**config.mk**
```make
export PLATFORM = sky130hd
export DESIGN_NAME = vertical_strip_tiler
export DESIGN_NICKNAME = d
export VERILOG_FILES = /design/src/rtl/core/vst_pkg.sv /design/src/rtl/core/vst_div.sv /design/src/rtl/core/vst_dp.sv /design/src/rtl/core/vst_ctrl.sv /design/src/rtl/core/vertical_strip_tiler.sv
export SDC_FILE = /design/constraint.sdc
export NUM_CORES = 2
export LEC_CHECK = 0
export ABC_AREA = 1
export ABC_CLOCK_PERIOD_IN_PS = 9400
export BUFFER_PORTS_ARGS = -buffer_cell sky130_fd_sc_hd__buf_4
export CORE_AREA = 2 2 263 460
export CTS_BUF_LIST = sky130_fd_sc_hd__clkbuf_8
export CTS_CLUSTER_DIAMETER = 60
export DETAILED_ROUTE_END_ITERATION = 12
export DIE_AREA = 0 0 265 462
export PLACE_DENSITY = 0.64
export SYNTH_ARGS = -nofsm -noshare
export SYNTH_HDL_FRONTEND = slang
export SYNTH_SLANG_ARGS = --single-unit
export TNS_END_PERCENT = 100
```
**constraint.sdc**
```tcl
create_clock -name clk_i -period 9.4 [get_ports clk_i]
set_input_delay 0.94 -clock clk_i [delete_from_list [all_inputs] [get_ports clk_i]]
set_output_delay 0.94 -clock clk_i [all_outputs]
set_load 0.01 [all_outputs]
```
**src/rtl/core/vst_pkg.sv**
```systemverilog
// ----------------------------------------------------------------------------
// vst_pkg: shared types and constants of the vertical strip tiler
// Field widths, payload structs, register indexes and the command and
// status groups between the controller and the datapath.
// ----------------------------------------------------------------------------
package vst_pkg;

  localparam int unsigned DEF_MAX_SEGMENTS = 64;
  localparam int unsigned DEF_COORD_BITS   = 12;

  localparam int unsigned XW   = 12;          // box_x, box_y, seg_x
  localparam int unsigned SW   = 13;          // sizes and rows
  localparam int unsigned CWW  = 11;          // strip width
  localparam int unsigned OVW  = 12;          // overlap
  localparam int unsigned IDXW = 6;           // seg_index
  localparam int unsigned Y2W  = 14;          // box bottom row

  localparam int unsigned MAW  = 14;          // multiplier operand a
  localparam int unsigned MBW  = 13;          // multiplier operand b
  localparam int unsigned PW   = MAW + MBW;   // product

  localparam int unsigned NUMW = 35;          // signed numerators, 1/strip_width units
  localparam int unsigned MAGW = NUMW - 1;    // numerator magnitude
  localparam int unsigned QW   = NUMW + 1;    // signed rounded quotient
  localparam int unsigned DENW = 13;          // divisor

  localparam int unsigned CFG_IDX_W  = 2;
  localparam int unsigned CFG_DATA_W = 13;

  typedef enum logic [CFG_IDX_W-1:0] {
    CFG_STRIP_WIDTH        = 2'd0,
    CFG_STRIP_HEIGHT       = 2'd1,
    CFG_MAX_CONTENT_HEIGHT = 2'd2,
    CFG_OVERLAP_PIXELS     = 2'd3
  } cfg_idx_e;

  typedef struct packed {
    logic [XW-1:0] box_x;
    logic [XW-1:0] box_y;
    logic [SW-1:0] box_width;
    logic [SW-1:0] box_height;
  } box_t;

  typedef struct packed {
    logic [XW-1:0]   seg_x;
    logic [SW-1:0]   seg_top;
    logic [SW-1:0]   seg_width;
    logic [SW-1:0]   seg_height;
    logic [CWW-1:0]  content_width;
    logic [SW-1:0]   content_height;
    logic [IDXW-1:0] seg_index;
    logic            last;
    logic            truncated;
  } seg_t;

  typedef enum logic [2:0] {
    PREP_SPLIT_A = 3'd0,
    PREP_SPLIT_B = 3'd1,
    PREP_SEGNUM  = 3'd2,
    PREP_STRIDE  = 3'd3,
    PREP_BASE    = 3'd4,
    PREP_Y2N     = 3'd5
  } prep_e;

  typedef enum logic [1:0] {
    DIV_TOP = 2'd0,
    DIV_BOT = 2'd1,
    DIV_CH  = 2'd2
  } div_sel_e;

  typedef struct packed {
    logic      load;
    logic      prep;
    prep_e     prep_sel;
    logic      scan;
    logic      anchor;
    logic      seg_init;
    logic      div_go;
    logic      div_take;
    div_sel_e  div_sel;
    logic      mul_h;
    logic      push;
    logic      flush;
    logic      seg_next;
  } cmd_t;

  typedef struct packed {
    logic empty;
    logic split;
    logic scan_more;
    logic seg_more;
    logic seg_valid;
    logic div_done;
    logic out_free;
    logic pend_v;
  } sts_t;

endpackage

```
**src/rtl/core/vst_div.sv**
```systemverilog
// ----------------------------------------------------------------------------
// vst_div: iterative divider with half-to-even rounding
// Restoring division, one quotient bit per cycle, then a rounding step that turns
// the truncated result into a floor and rounds half to even.
// ----------------------------------------------------------------------------
module vst_div (
  input  logic                             clk_i,
  input  logic                             rst_ni,
  input  logic                             start_i,
  input  logic signed [vst_pkg::NUMW-1:0]  num_i,
  input  logic        [vst_pkg::DENW-1:0]  den_i,
  output logic                             done_o,
  output logic signed [vst_pkg::QW-1:0]    q_o
);

  localparam int unsigned MAGW = vst_pkg::MAGW;
  localparam int unsigned DENW = vst_pkg::DENW;
  localparam int unsigned QW   = vst_pkg::QW;
  localparam int unsigned CW   = $clog2(MAGW + 1);

  logic                  busy_q, rnd_q, done_q;
  logic [CW-1:0]         cnt_q;
  logic                  neg_q;
  logic [DENW-1:0]       den_q;
  logic [MAGW-1:0]       quo_q;
  logic [DENW-1:0]       rem_q;
  logic signed [QW-1:0]  q_q;

  logic signed [vst_pkg::NUMW-1:0] mag;
  logic [DENW:0]         trial, diff;
  logic                  ge;
  logic signed [QW-1:0]  q0, qf, qr;
  logic [DENW-1:0]       rf;
  logic [DENW:0]         two_r;

  assign mag   = num_i[vst_pkg::NUMW-1] ? -num_i : num_i;
  assign trial = {rem_q, quo_q[MAGW-1]};
  assign ge    = trial >= {1'b0, den_q};
  assign diff  = trial - {1'b0, den_q};

  // floor for negative numerators, then round half to even
  always_comb begin
    q0 = $signed(QW'(quo_q));
    qf = q0;
    rf = rem_q;
    if (neg_q) begin
      if (rem_q != '0) begin
        qf = -q0 - QW'(1);
        rf = den_q - rem_q;
      end else begin
        qf = -q0;
      end
    end
    two_r = {rf, 1'b0};
    if (two_r > {1'b0, den_q} || (two_r == {1'b0, den_q} && qf[0])) begin
      qr = qf + QW'(1);
    end else begin
      qr = qf;
    end
  end

  always_ff @(posedge clk_i or negedge rst_ni) begin
    if (!rst_ni) begin
      busy_q <= 1'b0;
      rnd_q  <= 1'b0;
      done_q <= 1'b0;
      cnt_q  <= '0;
    end else begin
      done_q <= 1'b0;
      if (start_i) begin
        busy_q <= 1'b1;
        rnd_q  <= 1'b0;
        cnt_q  <= CW'(MAGW);
      end else if (busy_q) begin
        cnt_q <= cnt_q - CW'(1);
        if (cnt_q == CW'(1)) begin
          busy_q <= 1'b0;
          rnd_q  <= 1'b1;
        end
      end else if (rnd_q) begin
        rnd_q  <= 1'b0;
        done_q <= 1'b1;
      end
    end
  end

  always_ff @(posedge clk_i) begin
    if (start_i) begin
      neg_q <= num_i[vst_pkg::NUMW-1];
      den_q <= den_i;
      quo_q <= mag[MAGW-1:0];
      rem_q <= '0;
    end else if (busy_q) begin
      rem_q <= ge ? diff[DENW-1:0] : trial[DENW-1:0];
      quo_q <= {quo_q[MAGW-2:0], ge};
    end else if (rnd_q) begin
      q_q <= qr;
    end
  end

  assign done_o = done_q;
  assign q_o    = q_q;

endmodule

```
**src/rtl/core/vst_dp.sv**
```systemverilog
// ----------------------------------------------------------------------------
// vst_dp: datapath of the vertical strip tiler
// Configuration registers, box registers, shared multiplier, window scan,
// per-segment divisions, and the pending and output segment registers.
// ----------------------------------------------------------------------------
module vst_dp #(
  parameter int unsigned MAX_SEGMENTS = vst_pkg::DEF_MAX_SEGMENTS,
  parameter int unsigned COORD_BITS   = vst_pkg::DEF_COORD_BITS
) (
  input  logic                              clk_i,
  input  logic                              rst_ni,
  input  logic                              cfg_valid_i,
  input  logic [vst_pkg::CFG_IDX_W-1:0]     cfg_index_i,
  input  logic [vst_pkg::CFG_DATA_W-1:0]    cfg_data_i,
  input  vst_pkg::box_t                     in_data_i,
  output logic                              out_valid_o,
  input  logic                              out_stall_i,
  output vst_pkg::seg_t                     out_data_o,
  input  vst_pkg::cmd_t                     cmd_i,
  output vst_pkg::sts_t                     sts_o
);

  localparam int unsigned XW   = vst_pkg::XW;
  localparam int unsigned SW   = vst_pkg::SW;
  localparam int unsigned CWW  = vst_pkg::CWW;
  localparam int unsigned OVW  = vst_pkg::OVW;
  localparam int unsigned Y2W  = vst_pkg::Y2W;
  localparam int unsigned MAW  = vst_pkg::MAW;
  localparam int unsigned MBW  = vst_pkg::MBW;
  localparam int unsigned PW   = vst_pkg::PW;
  localparam int unsigned NUMW = vst_pkg::NUMW;
  localparam int unsigned QW   = vst_pkg::QW;
  localparam int unsigned DENW = vst_pkg::DENW;
  localparam int unsigned CNTW = $clog2(MAX_SEGMENTS + 1);
  localparam logic [XW-1:0] CMASK =
    (COORD_BITS >= XW) ? {XW{1'b1}} : XW'((1 << COORD_BITS) - 1);

  // configuration
  logic [CWW-1:0] sw_q;
  logic [SW-1:0]  sh_q, mch_q;
  logic [OVW-1:0] ov_q;

  // box
  logic [XW-1:0]  bx_q, by_q;
  logic [SW-1:0]  bw_q, bh_q;
  logic [Y2W-1:0] y2;

  // setup and scan
  logic [PW-1:0]          pa_q;
  logic                   split_q;
  logic signed [NUMW-1:0] segnum_q, stride_q, y2n_q, base_q, cur_q, s_q, lastn_q;
  logic [DENW-1:0]        denom_q;
  logic [SW-1:0]          limit_q;
  logic [CNTW-1:0]        count_q, k_q;
  logic                   anch_q, trunc_q;

  // per segment
  logic signed [QW-1:0]   top_q, bot_q, h;
  logic [PW-1:0]          hw_q;
  logic [SW-1:0]          ch_q;

  // segment registers
  vst_pkg::seg_t          pend_q, out_q, seg_new, pend_out;
  logic                   pend_v_q, out_v_q;
  logic                   hand_off;

  logic [MAW-1:0]         mul_a;
  logic [MBW-1:0]         mul_b;
  logic [PW-1:0]          prod;
  logic signed [NUMW-1:0] prod_s;
  logic                   m_gt_o;
  logic [SW-1:0]          m_minus_o;
  logic                   cont, at_max, need;
  logic signed [NUMW-1:0] lastn, prev;
  logic [CNTW-1:0]        total;

  logic                   div_done;
  logic signed [NUMW-1:0] div_num;
  logic [DENW-1:0]        div_den;
  logic signed [QW-1:0]   div_q;

  assign y2        = Y2W'(by_q) + Y2W'(bh_q);
  assign m_gt_o    = mch_q > SW'(ov_q);
  assign m_minus_o = mch_q - SW'(ov_q);

  always_comb begin
    mul_a = '0;
    mul_b = '0;
    if (cmd_i.mul_h) begin
      mul_a = h[MAW-1:0];
      mul_b = MBW'(sw_q);
    end else begin
      case (cmd_i.prep_sel)
        vst_pkg::PREP_SPLIT_A: begin
          mul_a = MAW'(bh_q);
          mul_b = MBW'(sw_q);
        end
        vst_pkg::PREP_SPLIT_B: begin
          mul_a = MAW'(sh_q);
          mul_b = bw_q;
        end
        vst_pkg::PREP_SEGNUM: begin
          mul_a = MAW'(mch_q);
          mul_b = bw_q;
        end
        vst_pkg::PREP_STRIDE: begin
          mul_a = MAW'(m_minus_o);
          mul_b = bw_q;
        end
        vst_pkg::PREP_BASE: begin
          mul_a = MAW'(by_q);
          mul_b = MBW'(sw_q);
        end
        vst_pkg::PREP_Y2N: begin
          mul_a = y2;
          mul_b = MBW'(sw_q);
        end
        default: begin
          mul_a = '0;
          mul_b = '0;
        end
      endcase
    end
  end

  assign prod   = PW'(mul_a) * PW'(mul_b);
  assign prod_s = $signed(NUMW'(prod));

  // window scan and bottom-anchored window
  assign cont   = (cur_q + segnum_q) < y2n_q;
  assign at_max = count_q == CNTW'(MAX_SEGMENTS);
  assign lastn  = y2n_q - segnum_q;
  assign prev   = cur_q - stride_q + $signed(NUMW'(sw_q));
  assign need   = (count_q == '0) || (lastn > prev);
  assign total  = count_q + CNTW'(anch_q);
  assign h      = bot_q - top_q;

  always_comb begin
    div_num = s_q;
    div_den = denom_q;
    case (cmd_i.div_sel)
      vst_pkg::DIV_TOP: begin
        div_num = s_q;
        div_den = denom_q;
      end
      vst_pkg::DIV_BOT: begin
        div_num = s_q + segnum_q;
        div_den = denom_q;
      end
      vst_pkg::DIV_CH: begin
        div_num = $signed(NUMW'(hw_q));
        div_den = bw_q;
      end
      default: begin
        div_num = s_q;
        div_den = denom_q;
      end
    endcase
  end

  vst_div u_div (
    .clk_i   (clk_i),
    .rst_ni  (rst_ni),
    .start_i (cmd_i.div_go),
    .num_i   (div_num),
    .den_i   (div_den),
    .done_o  (div_done),
    .q_o     (div_q)
  );

  always_comb begin
    seg_new.seg_x          = bx_q;
    seg_new.seg_top        = top_q[SW-1:0];
    seg_new.seg_width      = bw_q;
    seg_new.seg_height     = h[SW-1:0];
    seg_new.content_width  = sw_q;
    seg_new.content_height = ch_q;
    seg_new.seg_index      = vst_pkg::IDXW'(k_q);
    seg_new.last           = 1'b0;
    seg_new.truncated      = trunc_q;
  end

  // configuration registers
  always_ff @(posedge clk_i or negedge rst_ni) begin
    if (!rst_ni) begin
      sw_q  <= CWW'(64);
      sh_q  <= SW'(512);
      mch_q <= SW'(480);
      ov_q  <= OVW'(32);
    end else if (cfg_valid_i) begin
      case (vst_pkg::cfg_idx_e'(cfg_index_i))
        vst_pkg::CFG_STRIP_WIDTH:        sw_q  <= cfg_data_i[CWW-1:0];
        vst_pkg::CFG_STRIP_HEIGHT:       sh_q  <= cfg_data_i[SW-1:0];
        vst_pkg::CFG_MAX_CONTENT_HEIGHT: mch_q <= cfg_data_i[SW-1:0];
        vst_pkg::CFG_OVERLAP_PIXELS:     ov_q  <= cfg_data_i[OVW-1:0];
        default: ;
      endcase
    end
  end

  // working registers
  always_ff @(posedge clk_i) begin
    if (cmd_i.load) begin
      bx_q    <= in_data_i.box_x & CMASK;
      by_q    <= in_data_i.box_y & CMASK;
      bw_q    <= in_data_i.box_width;
      bh_q    <= in_data_i.box_height;
      trunc_q <= 1'b0;
    end
    if (cmd_i.prep) begin
      case (cmd_i.prep_sel)
        vst_pkg::PREP_SPLIT_A: pa_q <= prod;
        vst_pkg::PREP_SPLIT_B: split_q <= pa_q > prod;
        vst_pkg::PREP_SEGNUM: begin
          segnum_q <= split_q ? prod_s : $signed(NUMW'(bh_q));
          denom_q  <= split_q ? DENW'(sw_q) : DENW'(1);
          limit_q  <= split_q ? mch_q : sh_q;
        end
        vst_pkg::PREP_STRIDE: stride_q <= (split_q && m_gt_o) ? prod_s : '0;
        vst_pkg::PREP_BASE: begin
          base_q  <= split_q ? prod_s : $signed(NUMW'(by_q));
          cur_q   <= split_q ? prod_s : $signed(NUMW'(by_q));
          count_q <= '0;
        end
        vst_pkg::PREP_Y2N: y2n_q <= prod_s;
        default: ;
      endcase
    end
    if (cmd_i.scan) begin
      count_q <= count_q + CNTW'(1);
      cur_q   <= cur_q + stride_q;
    end
    if (cmd_i.anchor) begin
      lastn_q <= lastn;
      anch_q  <= split_q && need && !at_max;
      if (!split_q) begin
        count_q <= CNTW'(1);
      end else if (at_max && (cont || need)) begin
        trunc_q <= 1'b1;
      end
    end
    if (cmd_i.seg_init) begin
      k_q <= '0;
      // with no evenly spaced window the first one is the bottom-anchored one
      s_q <= (split_q && count_q == '0) ? lastn : base_q;
    end
    if (cmd_i.seg_next) begin
      k_q <= k_q + CNTW'(1);
      // the window after the evenly spaced ones is the bottom-anchored one
      if (k_q + CNTW'(1) == count_q) begin
        s_q <= lastn_q;
      end else begin
        s_q <= s_q + stride_q;
      end
    end
    if (cmd_i.div_take) begin
      case (cmd_i.div_sel)
        vst_pkg::DIV_TOP: top_q <= (div_q < 0) ? '0 : div_q;
        vst_pkg::DIV_BOT: bot_q <= (div_q > $signed(QW'(y2))) ? $signed(QW'(y2)) : div_q;
        vst_pkg::DIV_CH:  ch_q  <= (div_q > $signed(QW'(limit_q))) ? limit_q : div_q[SW-1:0];
        default: ;
      endcase
    end
    if (cmd_i.mul_h) begin
      hw_q <= prod;
    end
  end

  // pending and output segment registers
  assign hand_off = (cmd_i.push || cmd_i.flush) && pend_v_q;

  always_comb begin
    pend_out      = pend_q;
    pend_out.last = cmd_i.flush;
  end

  always_ff @(posedge clk_i or negedge rst_ni) begin
    if (!rst_ni) begin
      pend_v_q <= 1'b0;
      out_v_q  <= 1'b0;
    end else begin
      if (cmd_i.push) begin
        pend_v_q <= 1'b1;
      end else if (cmd_i.flush) begin
        pend_v_q <= 1'b0;
      end
      if (hand_off) begin
        out_v_q <= 1'b1;
      end else if (out_v_q && !out_stall_i) begin
        out_v_q <= 1'b0;
      end
    end
  end

  always_ff @(posedge clk_i) begin
    if (cmd_i.push) begin
      pend_q <= seg_new;
    end
    if (hand_off) begin
      out_q <= pend_out;
    end
  end

  assign out_valid_o = out_v_q;
  assign out_data_o  = out_q;

  always_comb begin
    sts_o.empty     = (in_data_i.box_width == '0) || (in_data_i.box_height == '0);
    sts_o.split     = split_q;
    sts_o.scan_more = cont && (count_q < CNTW'(MAX_SEGMENTS));
    sts_o.seg_more  = k_q < total;
    sts_o.seg_valid = h > 0;
    sts_o.div_done  = div_done;
    sts_o.out_free  = !out_v_q || !out_stall_i;
    sts_o.pend_v    = pend_v_q;
  end

endmodule

```
**src/rtl/core/vst_ctrl.sv**
```systemverilog
// ----------------------------------------------------------------------------
// vst_ctrl: controller of the vertical strip tiler
// Sequences setup products, the window scan, the per-segment divisions and
// the hand-off of finished segments to the output register.
// ----------------------------------------------------------------------------
module vst_ctrl (
  input  logic          clk_i,
  input  logic          rst_ni,
  input  logic          in_valid_i,
  output logic          in_stall_o,
  input  vst_pkg::sts_t sts_i,
  output vst_pkg::cmd_t cmd_o
);

  typedef enum logic [10:0] {
    S_IDLE     = 11'b000_0000_0001,
    S_PREP     = 11'b000_0000_0010,
    S_SCAN     = 11'b000_0000_0100,
    S_ANCHOR   = 11'b000_0000_1000,
    S_SEG_CHK  = 11'b000_0001_0000,
    S_DIV_GO   = 11'b000_0010_0000,
    S_DIV_WAIT = 11'b000_0100_0000,
    S_MUL_H    = 11'b000_1000_0000,
    S_EMIT     = 11'b001_0000_0000,
    S_SEG_NEXT = 11'b010_0000_0000,
    S_FLUSH    = 11'b100_0000_0000
  } state_e;

  state_e            state_q, state_d;
  vst_pkg::prep_e    prep_q, prep_d;
  vst_pkg::div_sel_e div_sel_q, div_sel_d;

  assign in_stall_o = state_q != S_IDLE;

  always_comb begin
    state_d   = state_q;
    prep_d    = prep_q;
    div_sel_d = div_sel_q;
    cmd_o          = '0;
    cmd_o.prep_sel = prep_q;
    cmd_o.div_sel  = div_sel_q;
    case (state_q)
      S_IDLE: begin
        if (in_valid_i) begin
          cmd_o.load = 1'b1;
          prep_d     = vst_pkg::PREP_SPLIT_A;
          if (!sts_i.empty) begin
            state_d = S_PREP;
          end
        end
      end
      S_PREP: begin
        cmd_o.prep = 1'b1;
        case (prep_q)
          vst_pkg::PREP_SPLIT_A: prep_d = vst_pkg::PREP_SPLIT_B;
          vst_pkg::PREP_SPLIT_B: prep_d = vst_pkg::PREP_SEGNUM;
          vst_pkg::PREP_SEGNUM:  prep_d = vst_pkg::PREP_STRIDE;
          vst_pkg::PREP_STRIDE:  prep_d = vst_pkg::PREP_BASE;
          vst_pkg::PREP_BASE:    prep_d = vst_pkg::PREP_Y2N;
          default: state_d = sts_i.split ? S_SCAN : S_ANCHOR;
        endcase
      end
      S_SCAN: begin
        if (sts_i.scan_more) begin
          cmd_o.scan = 1'b1;
        end else begin
          state_d = S_ANCHOR;
        end
      end
      S_ANCHOR: begin
        cmd_o.anchor   = 1'b1;
        cmd_o.seg_init = 1'b1;
        state_d        = S_SEG_CHK;
      end
      S_SEG_CHK: begin
        div_sel_d = vst_pkg::DIV_TOP;
        state_d   = sts_i.seg_more ? S_DIV_GO : S_FLUSH;
      end
      S_DIV_GO: begin
        cmd_o.div_go = 1'b1;
        state_d      = S_DIV_WAIT;
      end
      S_DIV_WAIT: begin
        if (sts_i.div_done) begin
          cmd_o.div_take = 1'b1;
          case (div_sel_q)
            vst_pkg::DIV_TOP: begin
              div_sel_d = vst_pkg::DIV_BOT;
              state_d   = S_DIV_GO;
            end
            vst_pkg::DIV_BOT: state_d = S_MUL_H;
            default:          state_d = S_EMIT;
          endcase
        end
      end
      S_MUL_H: begin
        // empty windows are skipped but keep their index
        if (sts_i.seg_valid) begin
          cmd_o.mul_h = 1'b1;
          div_sel_d   = vst_pkg::DIV_CH;
          state_d     = S_DIV_GO;
        end else begin
          state_d = S_SEG_NEXT;
        end
      end
      S_EMIT: begin
        if (!sts_i.pend_v || sts_i.out_free) begin
          cmd_o.push = 1'b1;
          state_d    = S_SEG_NEXT;
        end
      end
      S_SEG_NEXT: begin
        cmd_o.seg_next = 1'b1;
        state_d        = S_SEG_CHK;
      end
      S_FLUSH: begin
        if (!sts_i.pend_v || sts_i.out_free) begin
          cmd_o.flush = 1'b1;
          state_d     = S_IDLE;
        end
      end
      default: state_d = S_IDLE;
    endcase
  end

  always_ff @(posedge clk_i or negedge rst_ni) begin
    if (!rst_ni) begin
      state_q   <= S_IDLE;
      prep_q    <= vst_pkg::PREP_SPLIT_A;
      div_sel_q <= vst_pkg::DIV_TOP;
    end else begin
      state_q   <= state_d;
      prep_q    <= prep_d;
      div_sel_q <= div_sel_d;
    end
  end

endmodule

```
**src/rtl/core/vertical_strip_tiler.sv**
```systemverilog
// ----------------------------------------------------------------------------
// vertical_strip_tiler: cuts a text box into overlapping strips
// One box is taken at a time and yields up to MAX_SEGMENTS segments, the
// final one flagged last; an empty box yields none. A box runs its setup
// products on the shared multiplier, a scan over the windows, and for each
// window up to three divisions in the bit-serial divider (one quotient bit
// per cycle over 34 bits, plus start, rounding and hand-back) and then
// control and output hand-off, which waits while the output is stalled.
// A new box is taken once the previous one has handed its last segment to
// the output register.
// ----------------------------------------------------------------------------
module vertical_strip_tiler #(
  parameter int unsigned MAX_SEGMENTS = vst_pkg::DEF_MAX_SEGMENTS,
  parameter int unsigned COORD_BITS   = vst_pkg::DEF_COORD_BITS
) (
  input  logic                           clk_i,
  input  logic                           rst_ni,
  input  logic                           in_valid_i,
  output logic                           in_stall_o,
  input  vst_pkg::box_t                  in_data_i,
  output logic                           out_valid_o,
  input  logic                           out_stall_i,
  output vst_pkg::seg_t                  out_data_o,
  input  logic                           cfg_valid_i,
  output logic                           cfg_ready_o,
  input  logic [vst_pkg::CFG_IDX_W-1:0]  cfg_index_i,
  input  logic [vst_pkg::CFG_DATA_W-1:0] cfg_data_i
);

  vst_pkg::cmd_t cmd;
  vst_pkg::sts_t sts;

  assign cfg_ready_o = 1'b1;

  vst_ctrl u_ctrl (
    .clk_i      (clk_i),
    .rst_ni     (rst_ni),
    .in_valid_i (in_valid_i),
    .in_stall_o (in_stall_o),
    .sts_i      (sts),
    .cmd_o      (cmd)
  );

  vst_dp #(
    .MAX_SEGMENTS (MAX_SEGMENTS),
    .COORD_BITS   (COORD_BITS)
  ) u_dp (
    .clk_i       (clk_i),
    .rst_ni      (rst_ni),
    .cfg_valid_i (cfg_valid_i),
    .cfg_index_i (cfg_index_i),
    .cfg_data_i  (cfg_data_i),
    .in_data_i   (in_data_i),
    .out_valid_o (out_valid_o),
    .out_stall_i (out_stall_i),
    .out_data_o  (out_data_o),
    .cmd_i       (cmd),
    .sts_o       (sts)
  );

endmodule

```
* Word level (Yosys, flattened, before mapping) *
Index checks and enable logic that the tools add are counted.

operators by class
  add/subtract/negate cells = 20
  multiply operators = 1
  magnitude comparators = 12
  equality and inequality tests = 37
  muxes and demuxes = 87
  bitwise gates (word level) = 2
  reduce and logical (&&, ||, !) cells = 57

operator list
  cell                                                                              count
  35-bit 2-to-1 mux                                                                 7
  35-bit adder                                                                      4
  11-bit case mux with 10 select lines                                              1
  36-bit 2-to-1 mux                                                                 3
  13-bit 2-to-1 mux                                                                 8
  34-bit 2-to-1 mux                                                                 3
  11-bit 2-to-1 mux                                                                 8
  14-bit case mux with 6 select lines                                               1
  35-bit case mux with 2 select lines                                               1
  7-bit 2-to-1 mux                                                                  7
  36-bit by 2-bit adder with 36-bit output, second input constant                   1
  36-bit by 1-bit greater-than comparator with 1-bit output, second input constant  1
  36-bit by 14-bit greater-than comparator with 1-bit output                        1
  36-bit by 15-bit greater-than comparator with 1-bit output                        1
  36-bit by 1-bit < comparator with 1-bit output, second input constant             1
  34-bit negation with 36-bit output                                                1
  36-bit by 2-bit subtractor with 36-bit output, second input constant              1
  36-bit subtractor                                                                 1
  35-bit by 12-bit adder with 35-bit output                                         1
  35-bit greater-than comparator                                                    1
  35-bit by 28-bit < comparator with 1-bit output                                   1
  28-bit by 35-bit subtractor with 35-bit output                                    1
  35-bit subtractor                                                                 1
  34-bit negation                                                                   1
  69 further kinds                                                                  159

word-level totals
  flip-flop bits (word level) = 807
  input bits = 70
  word-level logic and storage cells = 278

* Logic depth before layout (Yosys ltp) *
  depth after elaboration = 10
  depth in mapped cells = 57
  gate-level depth less buffers = 55

* Cells and area by module *
Synthesis repeated with hierarchy kept, for this count alone.

unflattened totals
  cell total of the unflattened synthesis = 7464
  area total of the unflattened synthesis = 60839.6 µm²

modules (own cells, without submodules)
  module                times used  cells each  area an instance (µm²)  seq. area each (µm²)
  vst_dp                1           5706        49068.3                 19462.4
  vst_div               1           1589        10562.6                 3007.9
  vst_ctrl              1           167         1197.4                  401.6
  vertical_strip_tiler  1           2           11.3                    0.0

* Worst setup path after synthesis *
No wires, ideal clock.

  kind = register to register
  from = register u_dp.top_q[0]
  to = register u_dp.split_q (data pin)
  setup time = 0.260 ns
  arrival = 8.399 ns
  data required time = 9.140 ns
  path slack = 0.742 ns
  stages on the path, launching flop included = 50
  path buffers = 2
  cell sequence = edfxtp_1 -> ha_1 -> fa_1 -> inv_1 -> nand3_1 -> nand2_1 -> nand2_1 -> nand2_1 -> nand2_1 -> nand2_1 -> nand3_1 -> nand3_1 -> nand2_1 -> nor2_1 -> nand2_1 -> nor2_1 -> nand4_2 -> nand3_2 -> (+14 left out) -> ha_1 -> nand2_1 -> o21ai_0 -> a31oi_1 -> inv_1 -> nand2_1 -> nand2_1 -> a21oi_1 -> o21ai_0 -> xor2_1 -> ha_1 -> nand2_1 -> nor3_1 -> nand4_1 -> nor4b_1 -> nand3_1 -> nor3_1 -> a21oi_1

between the ends
  word-level cells in the longest chain between the ends = 7
  elaborated cells between the ends (all ways) = 8

ends and longest elaborated chain
  element                                                    line            RTL
  from (decl)                                                vst_dp.sv:58    logic signed [QW-1:0] top_q, bot_q, h;
  from (signal assigned)                                     vst_dp.sv:258   vst_pkg::DIV_TOP: top_q <= (div_q < 0) ? '0 : div_q;
  36-bit subtractor (*)                                      vst_dp.sv:136   assign h = bot_q - top_q;
  36-bit by 1-bit greater-than comparator with 1-bit output  vst_dp.sv:312   sts_o.seg_valid = h > 0;
  1-bit 2-to-1 mux                                           vst_ctrl.sv:98  if (sts_i.seg_valid) begin
  1-bit 2-to-1 mux                                           vst_ctrl.sv:42  case (state_q)
  14-bit 2-to-1 mux or 13-bit 2-to-1 mux (tied branches)     vst_dp.sv:89    if (cmd_i.mul_h) begin
  14-bit by 13-bit multiplier with 27-bit output (*)         vst_dp.sv:126   assign prod = PW'(mul_a) * PW'(mul_b);
  27-bit greater-than comparator (*)                         vst_dp.sv:213   vst_pkg::PREP_SPLIT_B: split_q <= pa_q > prod;
  to (signal assigned)                                       vst_dp.sv:213
  to (decl)                                                  vst_dp.sv:50    logic split_q;

Mark *: on every way between the ends. The rest lies on a longest branch, timed or not.
A chain may end at the register's enable or synchronous reset.

* Worst setup path in the final report *
  from = register u_dp.bot_q[17]
  to = register u_dp.split_q (data pin)

between the ends
  word-level cells in the longest chain between the ends = 7
  elaborated cells between the ends (all ways) = 8

ends and longest elaborated chain
  element                                                        line            RTL
  from (decl)                                                    vst_dp.sv:58
  from (signal assigned)                                         vst_dp.sv:259   vst_pkg::DIV_BOT: bot_q <= (div_q > $signed(QW'(y2))) ? $signed(QW'(y2)) : div_q;
  36-bit subtractor (*)                                          vst_dp.sv:136
  36-bit by 1-bit greater-than comparator with 1-bit output (*)  vst_dp.sv:312
  1-bit 2-to-1 mux (*)                                           vst_ctrl.sv:98
  1-bit 2-to-1 mux (*)                                           vst_ctrl.sv:42
  14-bit 2-to-1 mux or 13-bit 2-to-1 mux (tied branches)         vst_dp.sv:89
  14-bit by 13-bit multiplier with 27-bit output (*)             vst_dp.sv:126
  net u_dp.prod[18]                                              vst_dp.sv:69    logic [PW-1:0] prod;
  27-bit greater-than comparator (*)                             vst_dp.sv:213

Mark *: on every way through the listed nets, which the timed path passes. The rest lies on a longest branch.

==> reports/metrics.cfg <==
[critical_path]
path_buf_inv = 11
path_class = reg2reg
r2r_slack_ns = 0.33
cp_slowest_cell = fa_1
path_max_fanout = 6
crit_family = adder cells
crit_required_ns = 10.12
cpMostUsedCell = inv_1
r2r_start = u_dp.bot_q[17]
cp.arrival_ns = 9.79
worstSetupEndpointType = register
worstRegToRegCells = 46
reg2reg_to = u_dp.split_q
crit_path_start_kind = register
crit_start = u_dp.bot_q[17]
endpoint = u_dp.split_q
cpPeakStageDelay_ns = 0.59
cp.depth = 46

[synthesis]
syn_inst = 7217
synth-edff-count = 684
syn_avg_cell_area_sq_um = 8.171
ys.flop_type = edfxtp_1
netlist_area_sq_um = 58970
synth_seq_cells = 781
synth_area_leader_cell = edfxtp_1
ys_async_sr_fraction = 0.09731
synth_top_area_share = 0.3483
yosysWarnings = 0
synth_seq_area_share = 0.3879
synth_top_cells_by_area = edfxtp_1 (35%), ha_1 (11%), nand2_1 (10%)
synth.distinct_cells = 67

[grt]
grt_pass1_wl_mm = 329.5
antenna_found_initial = 7
overflow = 0
track_usage = 0.3711
grt_max_degree = 69
grt_pass1_vias = 52278

[drt]
detail_route.wirelength_mm = 228.9
drc = 0
first_pass_iters = 6
drt-initial-drc-count = 3915
avgViaCountPerCell = 5.649
drtAntennaViolNets = 0
vias = 52981
wl_per_cell_um = 24.41

[cts]
clkLatencyLatePin_ns = 0.91
clock_sinks = 781
clockBufferDepth = 3
cts.clk_slew.worst_paths_ns = 0.08
h-tree-depth = 3
cts_root_buf = clkbuf_8
cts_tree = done
numCtsBuffers = 121

[layout]
nFillCells = 11047
drive_gt1_frac = 0.1289
layout_common_cells = nand2_1 (1562), inv_1 (1167), nor2_1 (711)
syn_to_final_growth_pct = 15.67
final_common_cell = nand2_1
nets = 8464

[die]
core_sq_um = 119000
start_util = 0.4956
dieArea_sq_um = 122400
die_y_um = 462
die_w_um = 265
io_pins = 156
row_count = 168

[sta]
fin_skew_ns = 0.07727
worstMarginPinSlew_ns = 1.429
final_hold_viol_count = 0
finalSetupViolations = 0
relSlewSlack = 0.04286
min_period_ns = 9.066
final_max_slew_viol_count = 0
timing.fmax_mhz = 110.3
period_share = 0.9645
holdWs_ns = 0.2350

[place]
place_hpwl_mm = 186.8
portBuffers = 154
place.gp.congestion = 1.069

[status]
outcome = finished, final reports clean

[hold_path]
min_from = in_data_i[40]
hold_class = in2reg

[flow_run]
drv_cap = 0

[routing by layer]
| metal | routed length, um | part of all wire | GRT usage |
|---|---|---|---|
| met5 | 13 | 0.000057 | 0 |
| met4 | 28540 | 0.12 | 0.3784 |
| met3 | 12590 | 0.055 | 0.06009 |
| met2 | 114900 | 0.50 | 0.6654 |
| met1 | 72880 | 0.32 | 0.3504 |
[final cells by class]
cell class / instances / area [sq um] / share of cell area
inverter: 1174 / 4438 / 0.06507
antenna: 6 / 15.01 / 0.0002201
timing repair buffer: 517 / 4119 / 0.06039
clock buffer: 121 / 1665 / 0.02442
multi-input combinational: 5141 / 32150 / 0.4713
clock inverter: 109 / 1036 / 0.01519
tap: 1530 / 1914 / 0.02807
sequential: 781 / 22870 / 0.3353
[state kept, by name, summed over array words and instances (netlist names), 27 cells and up]
register          cells
u_dp.u_div.q_o       36
u_dp.pend_out        82
u_dp.top_q           36
u_dp.pa_q            27
u_dp.segnum_q        27
u_dp.stride_q        27
u_dp.out_data_o      83
u_dp.lastn_q         35
u_dp.y2n_q           27
u_dp.bot_q           36
u_dp.base_q          27
u_dp.s_q             35
u_dp.cur_q           35
u_dp.u_div.quo_q     34
u_dp.hw_q            27
[timing repair]
action                                  in CTS  in global routing
gates resized for setup                     17                184
endpoints found under the setup margin       1                 13
buffers inserted                             0                 34
cloned                                       1                  1
hold buffers                                 1                  0
pin swaps                                    1                 61
endpoints found under the hold margin       18                  0
[how the worst min path moves through the flow]
stage                     cells after the start                   to  slack (ns)
final                                         1         u_dp.bx_q[2]        0.24
after global routing                          1         u_dp.bx_q[6]        0.20
after CTS                                     1         u_dp.bx_q[8]        0.18
after detailed placement                      0  u_dp.out_data_o[28]        0.40
after global placement                        0  u_dp.out_data_o[38]        0.40
after floorplan                               0   u_dp.out_data_o[0]        0.40
[metrics by stage]
step	setup slack, ns	utilization	TNS, ns	cells	area, sq um
floorplan	0.7416	-	0	7219	58970
global placement	-0.1782	0.5401	-0.1782	9106	64260
detailed placement	-0.2434	0.5401	-0.2434	9106	64260
CTS	0.004359	0.5636	0	9338	67060
global route	-0.07943	0.5732	-0.07943	9375	68200
finish	0.3339	0.5733	0	9379	68210
[synth_stat cells (43+ instances only)]
library cell / n
nand2_1: 1589
inv_1: 1159
nor2_1: 737
edfxtp_1: 684
ha_1: 505
o21ai_0: 471
a21oi_1: 425
nand3_1: 337
xor2_1: 170
fa_1: 153
nand4_1: 100
xnor2_1: 85
clkbuf_1: 84
nor3_1: 84
dfrtp_1: 68
o211ai_1: 43
[kinds of logic (layout without fill, tap and decap cells)]
| family | count (synthesis) | after routing | synth area share |
|---|---|---|---|
| simple gates | 3034 | 3035 | 0.2182 |
| buf+inv | 1298 | 1921 | 0.08367 |
| compound gates | 1188 | 1188 | 0.1129 |
| flops | 781 | 781 | 0.3879 |
| fa+ha+maj | 658 | 658 | 0.1591 |
| xor+xnor | 256 | 256 | 0.03815 |
| other cells | 2 | 10 | 0.0001274 |
Power is left out: the tool's default activity adds up to more than one toggle a clock period on the data nets, which glitch-free logic cannot reach.
